[src/rtl/fisp_pkg.sv]
`timescale 1ns / 1ps
`default_nettype none
// ----------------------------------------------------------------------------
// fisp_pkg
// Shared types and constants of the flux image stream parser.
// ----------------------------------------------------------------------------
package fisp_pkg;

    localparam int MAX_TRACK_BYTES = 1048576;
    localparam int QUEUE_DEPTH     = 4;

    localparam logic [7:0]  TRACK_LIMIT_RESET = 8'd84;
    localparam logic [31:0] SIGNATURE         = 32'h44464532;  // "DFE2"
    localparam logic [7:0]  FLUX_CARRY        = 8'h7f;

    // result kinds
    localparam logic [1:0] KIND_PULSE  = 2'd0;
    localparam logic [1:0] KIND_INDEX  = 2'd1;
    localparam logic [1:0] KIND_FINISH = 2'd2;
    localparam logic [1:0] KIND_ERROR  = 2'd3;

    // error codes
    localparam logic [3:0] ERR_NO_HEADER    = 4'd0;
    localparam logic [3:0] ERR_BAD_SIG      = 4'd1;
    localparam logic [3:0] ERR_SHORT_CHUNK  = 4'd2;
    localparam logic [3:0] ERR_EXCESS_TRK   = 4'd3;
    localparam logic [3:0] ERR_HEAD_ORDER   = 4'd4;
    localparam logic [3:0] ERR_HEAD_RANGE   = 4'd5;
    localparam logic [3:0] ERR_BAD_TRACK    = 4'd6;
    localparam logic [3:0] ERR_HARD_SECTOR  = 4'd7;
    localparam logic [3:0] ERR_TRACK_LARGE  = 4'd8;
    localparam logic [3:0] ERR_SHORT_DATA   = 4'd9;

    // operations handed from front to back
    localparam logic [2:0] OP_PULSE  = 3'd0;
    localparam logic [2:0] OP_INDEX  = 3'd1;
    localparam logic [2:0] OP_CARRY  = 3'd2;
    localparam logic [2:0] OP_CHUNK  = 3'd3;
    localparam logic [2:0] OP_FINISH = 3'd4;
    localparam logic [2:0] OP_ERROR  = 3'd5;

    // val: flux byte, error code or track number depending on op
    typedef struct packed {
        logic [2:0] op;
        logic [7:0] val;
        logic       head;
        logic [1:0] sides;
    } t_op;

    typedef struct packed {
        logic empty;
        logic full;
    } t_q_status;

endpackage
`default_nettype wire

[src/rtl/fisp_front.sv]
`timescale 1ns / 1ps
`default_nettype none
// ----------------------------------------------------------------------------
// fisp_front
// Accepts file bytes, checks signature and chunk headers, classifies flux
// bytes into operations for the back end.
// ----------------------------------------------------------------------------
module fisp_front #(
    parameter int MAX_TRACK_BYTES = fisp_pkg::MAX_TRACK_BYTES
) (
    input  wire                    i_clk,
    input  wire                    i_rst_n,
    input  wire                    i_cfg_we,
    input  wire  [7:0]             i_cfg_data,
    input  wire                    i_in_valid,
    output logic                   o_in_ready,
    input  wire  [7:0]             i_data_byte,
    input  wire                    i_end_of_file,
    input  fisp_pkg::t_q_status    i_q_status,
    output logic                   o_push,
    output fisp_pkg::t_op          o_push_op
);

    localparam int BLW = $clog2(MAX_TRACK_BYTES + 1);
    localparam logic [31:0] MAX_LEN = 32'(MAX_TRACK_BYTES);

    localparam logic [1:0] PH_SIG  = 2'd0;
    localparam logic [1:0] PH_HDR  = 2'd1;
    localparam logic [1:0] PH_DATA = 2'd2;
    localparam logic [1:0] PH_HALT = 2'd3;

    logic [1:0]     r_phase, n_phase;
    logic [3:0]     r_pos, n_pos;
    logic [71:0]    r_shift, n_shift;
    logic [8:0]     r_trk, n_trk;          // all ones before the first track
    logic           r_head_vld, n_head_vld;
    logic           r_head, n_head;
    logic           r_two_sided, n_two_sided;
    logic [BLW-1:0] r_left, n_left;
    logic [7:0]     r_limit;

    logic        accept;
    logic [79:0] hdr;
    logic [15:0] h_trk, h_head, h_sec;
    logic [31:0] h_len;
    logic [8:0]  trk_inc;

    assign o_in_ready = (r_phase == PH_HALT) || !i_q_status.full;
    assign accept     = i_in_valid && o_in_ready;

    assign hdr    = {r_shift, i_data_byte};
    assign h_trk  = hdr[79:64];
    assign h_head = hdr[63:48];
    assign h_sec  = hdr[47:32];
    assign h_len  = hdr[31:0];
    assign trk_inc = r_trk + 9'd1;

    always_comb begin
        n_phase     = r_phase;
        n_pos       = r_pos;
        n_shift     = r_shift;
        n_trk       = r_trk;
        n_head_vld  = r_head_vld;
        n_head      = r_head;
        n_two_sided = r_two_sided;
        n_left      = r_left;
        o_push      = 1'b0;
        o_push_op   = '0;

        if (accept) begin
            unique case (r_phase)
                PH_SIG: begin
                    if (i_end_of_file) begin
                        o_push        = 1'b1;
                        o_push_op.op  = fisp_pkg::OP_ERROR;
                        o_push_op.val = {4'd0, fisp_pkg::ERR_NO_HEADER};
                        n_phase       = PH_HALT;
                    end else begin
                        n_shift = {r_shift[63:0], i_data_byte};
                        n_pos   = r_pos + 4'd1;
                        if (r_pos == 4'd3) begin
                            n_pos = 4'd0;
                            if ({r_shift[23:0], i_data_byte} != fisp_pkg::SIGNATURE) begin
                                o_push        = 1'b1;
                                o_push_op.op  = fisp_pkg::OP_ERROR;
                                o_push_op.val = {4'd0, fisp_pkg::ERR_BAD_SIG};
                                n_phase       = PH_HALT;
                            end else begin
                                n_phase = PH_HDR;
                            end
                        end
                    end
                end
                PH_HDR: begin
                    if (i_end_of_file) begin
                        o_push  = 1'b1;
                        n_phase = PH_HALT;
                        if (r_pos != 4'd0) begin
                            o_push_op.op  = fisp_pkg::OP_ERROR;
                            o_push_op.val = {4'd0, fisp_pkg::ERR_SHORT_CHUNK};
                        end else begin
                            o_push_op.op    = fisp_pkg::OP_FINISH;
                            o_push_op.val   = trk_inc[7:0];
                            o_push_op.sides = r_two_sided ? 2'd2 : 2'd1;
                        end
                    end else begin
                        n_shift = {r_shift[63:0], i_data_byte};
                        n_pos   = r_pos + 4'd1;
                        if (r_pos == 4'd9) begin
                            n_pos         = 4'd0;
                            o_push        = 1'b1;
                            o_push_op.op  = fisp_pkg::OP_ERROR;
                            n_phase       = PH_HALT;
                            // checks in priority order; head first
                            if (h_head == 16'd0) begin
                                n_trk      = trk_inc;
                                n_head_vld = 1'b1;
                                n_head     = 1'b0;
                            end else if (h_head == 16'd1) begin
                                n_head     = 1'b1;
                                n_two_sided = 1'b1;
                            end
                            if (h_head == 16'd0 && trk_inc >= {1'b0, r_limit}) begin
                                o_push_op.val = {4'd0, fisp_pkg::ERR_EXCESS_TRK};
                            end else if (h_head == 16'd1 && !(r_head_vld && !r_head)) begin
                                o_push_op.val = {4'd0, fisp_pkg::ERR_HEAD_ORDER};
                            end else if (h_head > 16'd1) begin
                                o_push_op.val = {4'd0, fisp_pkg::ERR_HEAD_RANGE};
                            end else if (h_trk != {7'd0, n_trk}) begin
                                o_push_op.val = {4'd0, fisp_pkg::ERR_BAD_TRACK};
                            end else if (h_sec != 16'd1) begin
                                o_push_op.val = {4'd0, fisp_pkg::ERR_HARD_SECTOR};
                            end else if (h_len > MAX_LEN) begin
                                o_push_op.val = {4'd0, fisp_pkg::ERR_TRACK_LARGE};
                            end else begin
                                o_push_op.op   = fisp_pkg::OP_CHUNK;
                                o_push_op.val  = n_trk[7:0];
                                o_push_op.head = n_head;
                                n_left         = h_len[BLW-1:0];
                                n_phase        = (h_len == 32'd0) ? PH_HDR : PH_DATA;
                            end
                        end
                    end
                end
                PH_DATA: begin
                    o_push = 1'b1;
                    if (i_end_of_file) begin
                        o_push_op.op  = fisp_pkg::OP_ERROR;
                        o_push_op.val = {4'd0, fisp_pkg::ERR_SHORT_DATA};
                        n_phase       = PH_HALT;
                    end else begin
                        o_push_op.val = i_data_byte;
                        if (i_data_byte[7]) begin
                            o_push_op.op = fisp_pkg::OP_INDEX;
                        end else if (i_data_byte == fisp_pkg::FLUX_CARRY) begin
                            o_push_op.op = fisp_pkg::OP_CARRY;
                        end else begin
                            o_push_op.op = fisp_pkg::OP_PULSE;
                        end
                        n_left = r_left - BLW'(1);
                        if (r_left == BLW'(1)) begin
                            n_phase = PH_HDR;
                        end
                    end
                end
                default: begin
                    // halted: items are taken and dropped
                end
            endcase
        end
    end

    always_ff @(posedge i_clk) begin
        if (!i_rst_n) begin
            r_phase     <= PH_SIG;
            r_pos       <= 4'd0;
            r_shift     <= '0;
            r_trk       <= '1;
            r_head_vld  <= 1'b0;
            r_head      <= 1'b0;
            r_two_sided <= 1'b0;
            r_left      <= '0;
            r_limit     <= fisp_pkg::TRACK_LIMIT_RESET;
        end else begin
            r_phase     <= n_phase;
            r_pos       <= n_pos;
            r_shift     <= n_shift;
            r_trk       <= n_trk;
            r_head_vld  <= n_head_vld;
            r_head      <= n_head;
            r_two_sided <= n_two_sided;
            r_left      <= n_left;
            if (i_cfg_we) begin
                r_limit <= i_cfg_data;
            end
        end
    end

endmodule
`default_nettype wire

[src/rtl/fisp_queue.sv]
`timescale 1ns / 1ps
`default_nettype none
// ----------------------------------------------------------------------------
// fisp_queue
// Small operation queue between front and back end.
// ----------------------------------------------------------------------------
module fisp_queue #(
    parameter int DEPTH = fisp_pkg::QUEUE_DEPTH
) (
    input  wire                  i_clk,
    input  wire                  i_rst_n,
    input  wire                  i_push,
    input  fisp_pkg::t_op        i_push_op,
    input  wire                  i_pop,
    output fisp_pkg::t_op        o_head_op,
    output fisp_pkg::t_q_status  o_status
);

    localparam int PW = (DEPTH > 1) ? $clog2(DEPTH) : 1;
    localparam int CW = $clog2(DEPTH + 1);

    fisp_pkg::t_op r_mem [DEPTH];
    logic [PW-1:0] r_wr, r_rd;
    logic [CW-1:0] r_cnt;

    assign o_head_op       = r_mem[r_rd];
    assign o_status.empty  = (r_cnt == CW'(0));
    assign o_status.full   = (r_cnt == CW'(DEPTH));

    always_ff @(posedge i_clk) begin
        if (i_push) begin
            r_mem[r_wr] <= i_push_op;
        end
    end

    always_ff @(posedge i_clk) begin
        if (!i_rst_n) begin
            r_wr  <= '0;
            r_rd  <= '0;
            r_cnt <= '0;
        end else begin
            if (i_push) begin
                r_wr <= (r_wr == PW'(DEPTH - 1)) ? '0 : r_wr + PW'(1);
            end
            if (i_pop) begin
                r_rd <= (r_rd == PW'(DEPTH - 1)) ? '0 : r_rd + PW'(1);
            end
            case ({i_push, i_pop})
                2'b10:   r_cnt <= r_cnt + CW'(1);
                2'b01:   r_cnt <= r_cnt - CW'(1);
                default: r_cnt <= r_cnt;
            endcase
        end
    end

endmodule
`default_nettype wire

[src/rtl/fisp_back.sv]
`timescale 1ns / 1ps
`default_nettype none
// ----------------------------------------------------------------------------
// fisp_back
// Executes queued operations: flux accumulation, revolution counting and
// the registered result stage.
// ----------------------------------------------------------------------------
module fisp_back (
    input  wire                  i_clk,
    input  wire                  i_rst_n,
    input  fisp_pkg::t_op        i_head_op,
    input  fisp_pkg::t_q_status  i_q_status,
    output logic                 o_pop,
    output logic                 o_out_valid,
    input  wire                  i_out_ready,
    output logic [1:0]           o_kind,
    output logic [19:0]          o_delta_ns,
    output logic [19:0]          o_revolution,
    output logic [20:0]          o_pulse_count,
    output logic                 o_head_number,
    output logic [7:0]           o_track_number,
    output logic [1:0]           o_sides_found,
    output logic [3:0]           o_error_code
);

    logic [15:0] r_acc;
    logic [19:0] r_rev;
    logic [20:0] r_pulses;
    logic        r_head;
    logic [7:0]  r_trk;
    logic        r_out_valid;

    logic        has_result, out_free;
    logic [15:0] sum;
    logic [19:0] delta;

    assign has_result = (i_head_op.op != fisp_pkg::OP_CARRY) &&
                        (i_head_op.op != fisp_pkg::OP_CHUNK);
    assign out_free   = !r_out_valid || i_out_ready;
    assign o_pop      = !i_q_status.empty && (!has_result || out_free);

    assign sum   = r_acc + {8'd0, i_head_op.val};
    // times 12 as 8x + 4x
    assign delta = {1'b0, sum, 3'b000} + {2'b00, sum, 2'b00};

    assign o_out_valid = r_out_valid;

    always_ff @(posedge i_clk) begin
        if (!i_rst_n) begin
            r_out_valid <= 1'b0;
            r_acc       <= '0;
            r_rev       <= '0;
            r_pulses    <= '0;
        end else begin
            if (o_pop && has_result) begin
                r_out_valid <= 1'b1;
            end else if (i_out_ready) begin
                r_out_valid <= 1'b0;
            end
            if (o_pop) begin
                case (i_head_op.op)
                    fisp_pkg::OP_CHUNK: begin
                        r_acc    <= '0;
                        r_rev    <= '0;
                        r_pulses <= '0;
                    end
                    fisp_pkg::OP_CARRY: begin
                        r_acc <= sum;
                    end
                    fisp_pkg::OP_INDEX: begin
                        r_acc    <= r_acc + {9'd0, i_head_op.val[6:0]};
                        r_rev    <= r_rev + 20'd1;
                        r_pulses <= '0;
                    end
                    fisp_pkg::OP_PULSE: begin
                        r_acc    <= '0;
                        r_pulses <= r_pulses + 21'd1;
                    end
                    default: begin
                    end
                endcase
            end
        end
    end

    // chunk context and result payload
    always_ff @(posedge i_clk) begin
        if (o_pop && i_head_op.op == fisp_pkg::OP_CHUNK) begin
            r_head <= i_head_op.head;
            r_trk  <= i_head_op.val;
        end
        if (o_pop && has_result) begin
            o_delta_ns     <= '0;
            o_revolution   <= '0;
            o_pulse_count  <= '0;
            o_head_number  <= 1'b0;
            o_track_number <= '0;
            o_sides_found  <= '0;
            o_error_code   <= '0;
            case (i_head_op.op)
                fisp_pkg::OP_PULSE: begin
                    o_kind         <= fisp_pkg::KIND_PULSE;
                    o_delta_ns     <= delta;
                    o_head_number  <= r_head;
                    o_track_number <= r_trk;
                end
                fisp_pkg::OP_INDEX: begin
                    o_kind         <= fisp_pkg::KIND_INDEX;
                    o_revolution   <= r_rev;
                    o_pulse_count  <= r_pulses;
                    o_head_number  <= r_head;
                    o_track_number <= r_trk;
                end
                fisp_pkg::OP_FINISH: begin
                    o_kind         <= fisp_pkg::KIND_FINISH;
                    o_track_number <= i_head_op.val;
                    o_sides_found  <= i_head_op.sides;
                end
                default: begin
                    o_kind       <= fisp_pkg::KIND_ERROR;
                    o_error_code <= i_head_op.val[3:0];
                end
            endcase
        end
    end

endmodule
`default_nettype wire

[src/rtl/flux_image_stream_parser_top.sv]
`timescale 1ns / 1ps
`default_nettype none
// ----------------------------------------------------------------------------
// flux_image_stream_parser_top
// Flux image file parser: signature, chunk headers and flux decoding.
// ----------------------------------------------------------------------------
// Input channel (i_in_valid / o_in_ready) carries one file byte per item, or
// an end-of-file mark. Output channel (o_out_valid / i_out_ready) carries
// pulse, index, finished and error results; at most one per input item.
// The front end takes one item per cycle while the queue is not full, checks
// the signature and 10-byte chunk headers and sorts flux bytes into
// operations for a small queue. The back end drains one operation per cycle
// unless the operation gives a result and the result register is held; it
// keeps the flux accumulator and revolution counters and fills the result
// register. A result's operation is queued before the result is registered.
// Throughput: one item per cycle while the receiver takes results, limited by
// the single result register and the one-push/one-pop queue.
// When the receiver stalls, the queue fills and o_in_ready drops once it is
// full; items that give no result still need a free queue slot. After an error
// or finished result, further items are accepted and dropped until reset.
// Reset restores the track limit to 84 and clears all parsing state. i_cfg_we
// writes the track limit; the user must write it only while idle, the block does not check.
// ----------------------------------------------------------------------------
module flux_image_stream_parser_top #(
    parameter int MAX_TRACK_BYTES = fisp_pkg::MAX_TRACK_BYTES,
    parameter int QUEUE_DEPTH     = fisp_pkg::QUEUE_DEPTH
) (
    input  wire         i_clk,
    input  wire         i_rst_n,
    input  wire         i_cfg_we,
    input  wire  [7:0]  i_cfg_data,
    input  wire         i_in_valid,
    output logic        o_in_ready,
    input  wire  [7:0]  i_data_byte,
    input  wire         i_end_of_file,
    output logic        o_out_valid,
    input  wire         i_out_ready,
    output logic [1:0]  o_kind,
    output logic [19:0] o_delta_ns,
    output logic [19:0] o_revolution,
    output logic [20:0] o_pulse_count,
    output logic        o_head_number,
    output logic [7:0]  o_track_number,
    output logic [1:0]  o_sides_found,
    output logic [3:0]  o_error_code
);

    logic                 push, pop;
    fisp_pkg::t_op        push_op, head_op;
    fisp_pkg::t_q_status  q_status;

    fisp_front #(
        .MAX_TRACK_BYTES (MAX_TRACK_BYTES)
    ) u_front (
        .i_clk         (i_clk),
        .i_rst_n       (i_rst_n),
        .i_cfg_we      (i_cfg_we),
        .i_cfg_data    (i_cfg_data),
        .i_in_valid    (i_in_valid),
        .o_in_ready    (o_in_ready),
        .i_data_byte   (i_data_byte),
        .i_end_of_file (i_end_of_file),
        .i_q_status    (q_status),
        .o_push        (push),
        .o_push_op     (push_op)
    );

    fisp_queue #(
        .DEPTH (QUEUE_DEPTH)
    ) u_queue (
        .i_clk     (i_clk),
        .i_rst_n   (i_rst_n),
        .i_push    (push),
        .i_push_op (push_op),
        .i_pop     (pop),
        .o_head_op (head_op),
        .o_status  (q_status)
    );

    fisp_back u_back (
        .i_clk          (i_clk),
        .i_rst_n        (i_rst_n),
        .i_head_op      (head_op),
        .i_q_status     (q_status),
        .o_pop          (pop),
        .o_out_valid    (o_out_valid),
        .i_out_ready    (i_out_ready),
        .o_kind         (o_kind),
        .o_delta_ns     (o_delta_ns),
        .o_revolution   (o_revolution),
        .o_pulse_count  (o_pulse_count),
        .o_head_number  (o_head_number),
        .o_track_number (o_track_number),
        .o_sides_found  (o_sides_found),
        .o_error_code   (o_error_code)
    );

    // no push into a full queue
    a_no_overflow: assert property (@(posedge i_clk) disable iff (!i_rst_n)
        !(push && q_status.full))
        else $error("push into full queue");

    // no pop from an empty queue
    a_no_underflow: assert property (@(posedge i_clk) disable iff (!i_rst_n)
        !(pop && q_status.empty))
        else $error("pop from empty queue");

    // a terminal result is the last one
    a_halt_silent: assert property (@(posedge i_clk) disable iff (!i_rst_n)
        (o_out_valid && i_out_ready &&
         (o_kind == fisp_pkg::KIND_ERROR || o_kind == fisp_pkg::KIND_FINISH))
        |=> !o_out_valid && q_status.empty)
        else $error("result after terminal item");

endmodule
`default_nettype wire
[config.mk]
export PLATFORM = sky130hd
export DESIGN_NAME = flux_image_stream_parser_top
export DESIGN_NICKNAME = d
export VERILOG_FILES = /design/src/rtl/fisp_pkg.sv /design/src/rtl/fisp_front.sv /design/src/rtl/fisp_queue.sv /design/src/rtl/fisp_back.sv /design/src/rtl/flux_image_stream_parser_top.sv
export SDC_FILE = /design/constraint.sdc
export NUM_CORES = 1
export LEC_CHECK = 0
export ABC_AREA = 1
export BUFFER_PORTS_ARGS = -buffer_cell sky130_fd_sc_hd__buf_2
export CAP_MARGIN = 20
export CORE_AREA = 5 5 211 213
export DETAILED_ROUTE_END_ITERATION = 8
export DIE_AREA = 0 0 216 218
export MAX_ROUTING_LAYER = met4
export SKIP_CTS_REPAIR_TIMING = 1
export SYNTH_ARGS = -nofsm -noshare
export SYNTH_HDL_FRONTEND = slang
export SYNTH_HIERARCHICAL = 1
export SYNTH_SLANG_ARGS = --single-unit
[constraint.sdc]
create_clock -name i_clk -period 5.3 [get_ports i_clk]
set_clock_uncertainty 0.05 [all_clocks]
set_input_delay 0.795 -clock i_clk [delete_from_list [all_inputs] [get_ports i_clk]]
set_output_delay 0.795 -clock i_clk [all_outputs]
set_load 0.01 [all_outputs]
==> results.py <==
metrics = {
    "floorplanning": {
        "floorplan.die.height_um": 218,
        "placementRows": 76,
        "floorplan.die_area_um2": 47100,
        "die_width_um": 216,
        "initial_utilization": 0.393,
        "design.core.area_um2": 42500,
        "boundaryPins": 102,
    },
    "final_layout": {
        "final_core_utilization": 0.443,
        "finalNonFillerCells": 2797,
        "drive_gt1_frac": 0.101,
        "flow.area_growth_from_synthesis_pct": 12.9,
        "num_antenna_cells": 0,
        "mostFrequentLayoutCell": "nand2_1",
        "final_cell_mix": "389 x nand2_1, 292 x nor2_1, 258 x inv_1",
        "fin_nets": 2297,
        "n_fill_cell": 4203,
    },
    "pwr": {
        "vdd_drop_max_uv": 280,
        "total_leakage_power_uw": 0.00795,
        "p_per_area_nw_per_um2": 570,
    },
    "route": {
        "via_count_of_the_routed_design": 14300,
        "dr.pass1.iters": 5,
        "drtAntennaViolNets": 0,
        "drc_errors": 0,
        "drt_iter0_drc": 1097,
        "wire_per_inst_um": 14.9,
        "wirelength_um": 41600,
        "routed_via_density": 5.11,
    },
    "clocking": {
        "cts_tree": "yes",
        "insertion_delay_to_the_later_sink_of_the_worst_skew_pair_ns": 0.55,
        "clock_tree_root_driver_cell": "clkbuf_16",
        "clock_path_buffers": 3,
        "path_clk_slew_ns": 0.06,
        "tritoncts_sink_count": 327,
        "ctsHtreeMaxLevel": 2,
        "cts_made_buffers": 38,
    },
    "setup_path": {
        "critPathMaxFanout": 14,
        "worst_setup_path_end_kind": "flop",
        "critPathArrivalTime_ns": 4.73,
        "setup.worst_path.start_class": "flop",
        "timing.reg2reg.setup_slack_ns": 0.83,
        "critPathKind": "reg2reg",
        "timing.critical_path.required_ns": 5.56,
    },
    "timing": {
        "final.period_utilization": 0.844,
        "rsz0062_at_grt": "false",
        "hold_viol": 0,
        "max_freq_mhz": 224,
        "final.setup.worst_slack_ns": 0.827,
        "timing.final.max_slew_violations": 0,
        "setup-violations-final": 0,
        "worst_slew_margin_rel": 0.385,
        "slew_of_the_pin_with_the_lowest_slew_margin_ns": 0.919,
        "timing.final.crit_period_ns": 4.47,
        "finalSetupTns_ns": 0,
    },
    "yosys": {
        "synth.top_cells.by_area": "edfxtp_1 25%, dfxtp_1 22%, nand2_1 8.7%, nor2_1 6.6%, inv_1 5.8%",
        "synth_enable_flop_cells": 141,
        "postSynthRegisterBits": 327,
        "synth.yosys.warnings": 6,
        "synth_cell_types": 63,
        "synth_top_area_share": 0.254,
        "synth.avg_cell_area_um2": 7.83,
        "synth_top_flop_cell": "dfxtp_1",
        "synth_seq_area_share": 0.477,
        "mappedNetlistArea_um2": 16700,
        "synth_largest_area_cell": "edfxtp_1",
        "synth_async_sr_flop_share": 0,
        "syn_inst": 2132,
    },
    "placed_design": {
        "placed_cells": 2728,
        "dpl.hpwl_um": 30000,
        "finalWeightedCongestion": 0.905,
        "placement.io_buffers": 99,
        "dp_slack_ns": 0.875,
    },
    "min_path": {
        "hold_path.class": "reg2reg",
    },
    "global_routing": {
        "grt-ovfl-total": 0,
        "grt_start_max_net_pins": 95,
        "grt_use_total": 0.177,
        "antenna_violations_before_repair": 0,
        "vias_in_the_first_global_route": 13500,
        "first_pass_grt_wire_length_um": 67700,
    },
    "run": {
        "cap_viol_max_count": 0,
    },
    "status": {
        "run_status": "finished, final reports clean",
    },
}
==> worst paths after layout <==
kind                           end             start  cells after the start
max reg2reg  u_back/o_delta_ns[17]              flop                     25
min               u_back/r_rev[19]  u_back/r_rev[19]                      2
max          u_back/o_delta_ns[17]              flop                     25
min reg2reg       u_back/r_rev[19]  u_back/r_rev[19]                      2
==> cell type report <==
type	instances	area (µm²)	share of cell area
Clock buffer	60	1090	0.0581
Inverter	273	1030	0.0545
Timing Repair Buffer	118	638	0.0339
Multi-Input combinational cell	1464	7380	0.392
Sequential cell	327	7960	0.422
Clock inverter	9	66.3	0.00352
Tap cell	546	683	0.0362
==> sequential cells by signal (all words and copies together) (netlist names), 4 cells and up, named ones only <==
register	count
u_front/r_left	21
u_queue/r_mem	56
u_back/r_rev	20
u_back/r_acc	16
u_back/o_track_number	8
u_front/r_shift	72
u_front/r_trk	9
u_back/o_error_code	4
u_back/r_trk	8
u_back/o_delta_ns	18
u_back/o_revolution	20
u_front/r_pos	4
u_back/o_pulse_count	21
u_front/r_limit	8
u_back/r_pulses	21
==> power breakdown <==
group          total (µW)  switching, µW  internal, µW
sequential           3680            286          3390
clock                2460           1040          1420
combinational        4610           3150          1460
total               10700           4480          6270
==> layer usage <==
layer,track usage,part of all wire
met1,0.230,0.46
met2,0.286,0.46
met3,0.0342,0.051
met4,0.0496,0.025
met5,-,0
==> cell families (layout without fill, tap and decap cells) <==
family / Yosys count / count (layout) / share of synthesized area
buffers and inverters: 342 / 460 / 0.0825
other: 1 / 2 / 0.000225
AO/OA/AOI/OAI: 442 / 442 / 0.143
flip-flops: 327 / 327 / 0.477
AND/OR/NAND/NOR: 945 / 945 / 0.246
adder cells (fa/ha/maj): 53 / 53 / 0.0411
XOR/XNOR: 22 / 22 / 0.0115
==> through the flow <==
| stage | power, µW | hold slack, ns | instance area, µm² |
|---|---|---|---|
| floorplan | 7030 | 0.381 | 16700 |
| global placement | 8260 | 0.393 | 17700 |
| detailed placement | 8340 | 0.402 | 17700 |
| CTS | 10900 | 0.402 | 18800 |
| global route | 11600 | 0.426 | 18800 |
| finish | 10700 | 0.415 | 18800 |
==> synthesized netlist by cell type, types with 5 or more instances <==
cell / count
dfxtp_1: 186
o21ai_0: 189
xor2_1: 17
nor4_1: 20
nand4_1: 32
inv_1: 259
nand3_1: 122
xnor2_1: 5
o211ai_1: 11
buf_4: 7
inv_2: 9
nor3_1: 37
nor2_2: 8
clkbuf_1: 47
o22ai_1: 15
a31oi_1: 5
edfxtp_1: 141
nand2_1: 389
nor2_1: 292
o21ai_1: 14
or2_2: 7
buf_6: 6
ha_1: 50
a21oi_1: 177
nand2_2: 11
==> critical path, stage by stage (launching register included) <==
cell     delay, ns
dfxtp_1       0.47
inv_2         0.11
buf_4         0.18
o21ai_0       0.09
o22ai_1       0.28
ha_1          0.27
inv_1         0.08
fa_1          0.40
inv_1         0.10
nand2_1       0.05
nand2_1       0.08
nand2_1       0.08
o21ai_0       0.19
and2_1        0.18
nor2_1        0.08
ha_1          0.35
nand2_1       0.09
or2_2         0.30
nand3_1       0.10
nand3_1       0.10
o21ai_1       0.20
nand2_1       0.12
nand2_1       0.10
nand3_1       0.07
nand2_1       0.06
nor2_1        0.04
Note: power is estimated with default switching activity, not from simulation.
